**src/sv/rgbhd_pkg.sv**
```systemverilog
package rgbhd_pkg;

    // field widths of the pixel, result and register words
    localparam int unsigned CHAN_W   = 8;
    localparam int unsigned DIST_W   = 35;
    localparam int unsigned NPIX_W   = 17;
    localparam int unsigned THR_W    = 16;
    localparam int unsigned NUM_LANE = 3;

    // threshold after reset, 0.15 in 0.16 fixed point
    localparam logic [THR_W-1:0] THR_RESET = 16'd9830;

    // per-store control from the sequencer
    typedef struct packed {
        logic inc;
        logic clr;
        logic scan_rd;
    } t_bank_ctrl;

    typedef struct packed {
        t_bank_ctrl refc;
        t_bank_ctrl winc;
    } t_lane_ctrl;

endpackage

```
**src/sv/rgbhd_merge.sv**
```systemverilog
module rgbhd_merge #(
    parameter int unsigned CW = 17,
    parameter int unsigned SW = 44
) (
    input  logic                  i_clk,
    input  logic                  i_clr,
    input  logic                  i_acc,
    input  logic [2*CW-1:0]       i_sq [rgbhd_pkg::NUM_LANE],
    input  logic                  i_mul_a,
    input  logic                  i_mul_b,
    input  logic [15:0]           i_thr,
    input  logic [CW-1:0]         i_n,
    output logic [SW-1:0]         o_sum,
    output logic                  o_match
);
    import rgbhd_pkg::*;

    localparam int unsigned TW = THR_W + CW;
    localparam int unsigned LW = THR_W + 2 * CW;
    localparam int unsigned MW = SW + THR_W;

    logic [SW-1:0] r_sum;
    logic [TW-1:0] r_tn;
    logic [LW-1:0] r_lim;
    logic [MW-1:0] lhs;

    // sum the lanes into the accumulator
    always_ff @(posedge i_clk) begin
        if (i_clr) begin
            r_sum <= '0;
        end else if (i_acc) begin
            r_sum <= r_sum + SW'(i_sq[0]) + SW'(i_sq[1]) + SW'(i_sq[2]);
        end
    end

    // threshold times n times n, two multiply steps
    always_ff @(posedge i_clk) begin
        if (i_mul_a) begin
            r_tn <= TW'(i_thr) * TW'(i_n);
        end
        if (i_mul_b) begin
            r_lim <= LW'(r_tn) * LW'(i_n);
        end
    end

    assign lhs     = {r_sum, {THR_W{1'b0}}};
    assign o_sum   = r_sum;
    assign o_match = (i_n != '0) && (lhs < MW'(r_lim));

endmodule

```
**config.mk**
```make
export PLATFORM = sky130hd
export DESIGN_NAME = rgbhd_merge
export DESIGN_NICKNAME = d
export VERILOG_FILES = /design/src/sv/rgbhd_pkg.sv /design/src/sv/rgbhd_merge.sv
export SDC_FILE = /design/constraint.sdc
export NUM_CORES = 2
export LEC_CHECK = 0
export BUFFER_PORTS_ARGS = -buffer_cell sky130_fd_sc_hd__buf_2
export CAP_MARGIN = 20
export CELL_PAD_IN_SITES_DETAIL_PLACEMENT = 1
export CELL_PAD_IN_SITES_GLOBAL_PLACEMENT = 1
export CORE_UTILIZATION = 46
export DETAILED_ROUTE_END_ITERATION = 16
export PLACE_DENSITY_LB_ADDON = 0.1
export SYNTH_ARGS = -nofsm -noshare
export SYNTH_HDL_FRONTEND = slang
export SYNTH_SLANG_ARGS = --single-unit
```
**constraint.sdc**
```tcl
create_clock -name i_clk -period 7.55 [get_ports i_clk]
set_input_delay 1.1325 -clock i_clk [delete_from_list [all_inputs] [get_ports i_clk]]
set_output_delay 1.1325 -clock i_clk [all_outputs]
set_load 0.005 [all_outputs]
```
==> results.md <==
- CTS resizes: 0
- Main combinational cell family by area after synthesis: adder cells
- Max-slew headroom: 0.415
- Max Cap Viol: 0
- Final Max Tran Viols: 0
- Post-synthesis mux area share: 0.00684
- Cell Count, Final, Fillers Out: 5010
- WP data arrival: 7340 ps
- Compound-Gate Fraction of Synth Area: 0.0740
- Port Buf Inserts: 184
- Die span in y: 278 um
- Total Wirelength: 95.7 mm
- Reg area: 0.00337 mm2
- Final Critical Period: 7100 ps
- H-Tree Depth: 4
- Worst skew pair latency: 500 ps
- Outcome: complete, no violations
- CP peak stage delay: 560 ps
- Cts hold-fix bufs: 0
- Dpl cells: 4976
- Initial DRT Pass Iterations: 5
- Layout cell share with drive strength beyond 1: 0.0921
- CP Launch Type: input pin
- Final Hold Fails: 0
- EDFF count, synth: 83
- # rows: 100
- WS Path Type: input pin to flip-flop
- Routed len/inst: 19.1 um
- Area of the multi-input gates: 0.0279 mm2
- Synthesized flop and latch total: 127
- Vias per cell: 5.26
- Initial antenna violation count: 1
- Setup Skew: 17.1 ps
- Die W: 278 um
- Vias in the first global route: 29.6k
- Clock Sinks: 127
- Fmax: 141 MHz
- Buf/Inv on CP: 7
- Crit-path max FO: 22
- Mapped Area: 0.0351 mm2
- Initial Util: 0.468
- Max clock buf depth: 2
- GR Overflow Total: 0
- Final weighted congestion in routability-driven placement: 0.856
- Initial drt markers: 1209
- Critical-path cell list: buf_2, buf_4, nand2_1, fa_1, inv_1, fa_1, inv_1, fa_1, inv_1, fa_1, fa_1, inv_1, fa_1, inv_1, ha_1, a21o_1, a21o_1, a21o_1, o21bai_1, a211oi_1, o21a_1, a21oi_1, a41oi_1, xnor2_1
- All-Layer GR Usage: 0.259
- First-pass GRT wire length: 158 mm
- Area Overhead vs Synth: 9.13%
- Yosys warns: 0
- CP most frequent cell: fa_1
- RSZ-0062 raised after global routing: no
- Main synth FF type: edfxtp_1
- Setup crit end kind: flip-flop
- Core area: 0.0749 mm2
- Mapped Cells: 3864
- Die area: 0.0774 mm2
- Post-DP HPWL: 79.8 mm
- DRC: 0
- Family with the most delay on the worst path: adder cells
- Async S/R FF share, synth: 0
- # Post-CTS Setup Buffers: 0
- Fillers: 8765
- CP max stage cell: fa_1
- Library cells used by synthesis: 77
- Final #Nets: 5207
- Total number of vias: 26.4k
- Worst-Margin Slew: 878 ps
- TritonCTS Buffers: 17
- CTS tree: yes
- Post-Synth Adder-Cell Area: 0.529
- Xor/xnor cell area share of the yosys netlist: 0.0237
- # setup viols final: 0
- Worst Path Required: 7780 ps
- Num ports: 185
- Largest net degree at the start of global routing: 51
- Root buffer cell: clkbuf_16
- Final ANT Viol Nets: 0
- Clk pin slew, worst setup/hold paths: 70 ps
- Synth Area in Simple Gates: 0.162
- Synthesized Nets: 5044
- Sequential area share after synthesis: 0.0961
- Hold WC Path Type: flip-flop to flip-flop
- Mapped Avg Cell Area: 9.09 um2
- Final Cycle Share: 0.941
==> through the flow <==
step	setup TNS [ps]	cell area [um2]	hold WS, ps	utilization	worst slack (ps)
floorplan	0	35100	499	-	447
global route	0	38300	591	0.511	83.4
CTS	0	38300	537	0.511	465
finish	0	38300	530	0.511	447
detailed placement	-170	37700	523	0.503	-55.0
global placement	0	37700	517	0.503	40.4
==> worst paths after layout <==
| check | start | to | slack, ps | cells past startpoint |
|---|---|---|---|---|
| min reg2reg | o_sum[42] | o_sum[42] | 530 | 2 |
| max reg2reg | r_tn[13] | r_lim[49] | 750 | 22 |
| min | o_sum[42] | o_sum[42] | 530 | 2 |
| max | i_n[2] | r_lim[44] | 450 | 24 |
==> cells by family (layout without fill, tap and decap cells) <==
logic type,after synthesis,in the layout
AOI/OAI and AO/OA,384,384
xor gates and xnor gates,95,95
adders and majority gates,1040,1040
buffers and inverters,1008,1184
DFF,127,127
muxes,24,24
other,0,1
and+or+nand+nor,1186,1186
==> synth_stat cells, types with 12 or more instances <==
cell | n | area, um2
o21ai_0 | 59 | 295
ha_1 | 300 | 3750
nor4b_1 | 13 | 114
nand4_1 | 20 | 125
nor4_1 | 13 | 81.3
o21bai_1 | 14 | 105
nor3_1 | 17 | 85.1
clkbuf_1 | 172 | 646
edfxtp_1 | 83 | 2490
nor2_1 | 93 | 349
a21o_1 | 74 | 556
and3_1 | 19 | 119
a21oi_1 | 104 | 521
nand2_1 | 600 | 2250
nand3_1 | 29 | 145
a211oi_1 | 23 | 173
mux2i_1 | 24 | 240
inv_1 | 828 | 3110
dfxtp_1 | 44 | 881
and2_1 | 316 | 1980
nor2b_1 | 16 | 100
nand2b_1 | 16 | 100
xnor2_1 | 67 | 587
o21a_1 | 12 | 90.1
xor2_1 | 28 | 245
fa_1 | 740 | 14800
==> state kept, by name, summed over array words and instances, names as in the netlist <==
register  cells
r_lim        50
r_tn         33
o_sum        44
==> placed cells by master, fill, tap and decap left out, types with 20 or more instances in the layout <==
| master | n |
|---|---|
| inv_1 | 828 |
| fa_1 | 740 |
| nand2_1 | 600 |
| and2_1 | 316 |
| ha_1 | 300 |
| buf_2 | 184 |
| buf_4 | 128 |
| a21oi_1 | 104 |
| nor2_1 | 93 |
| edfxtp_1 | 83 |
| a21o_1 | 74 |
| xnor2_1 | 67 |
| o21ai_0 | 59 |
| dfxtp_1 | 44 |
| nand3_1 | 29 |
| xor2_1 | 28 |
| mux2i_1 | 24 |
| a211oi_1 | 23 |
| nand4_1 | 20 |
==> worst register-to-register path, cell delays in order (launching register included) <==
cell	delay, ps
edfxtp_1	700
and2_1	330
fa_1	530
inv_1	50
fa_1	470
fa_1	530
inv_1	80
fa_1	510
fa_1	500
inv_1	50
fa_1	480
inv_1	50
ha_1	310
nand2_1	130
or4_1	610
nor3_1	210
o211ai_1	160
nand4_1	140
a31oi_1	100
buf_4	140
o31ai_1	240
a21oi_1	110
xnor2_1	120
==> metal layers <==
layer	global-route usage	up-vias	share of wire
met5	0	-	0
met4	0.0516	0	0.013
met3	0.0275	84	0.038
met2	0.454	491	0.49
met1	0.346	13653	0.46
li1	-	12133	-
==> cell type report <==
| cell class | count | share of cell area |
|---|---|---|
| Multi-Input combinational cell | 2729 | 0.729 |
| Sequential cell | 127 | 0.0880 |
| Inverter | 829 | 0.0812 |
| Timing Repair Buffer | 323 | 0.0549 |
| Tap cell | 969 | 0.0316 |
| Clock buffer | 19 | 0.0124 |
| Clock inverter | 13 | 0.00258 |
| Antenna cell | 1 | 0.0000653 |
Power is left out: the tool's default activity adds up to more than one toggle a clock period on the data nets, which glitch-free logic cannot reach.
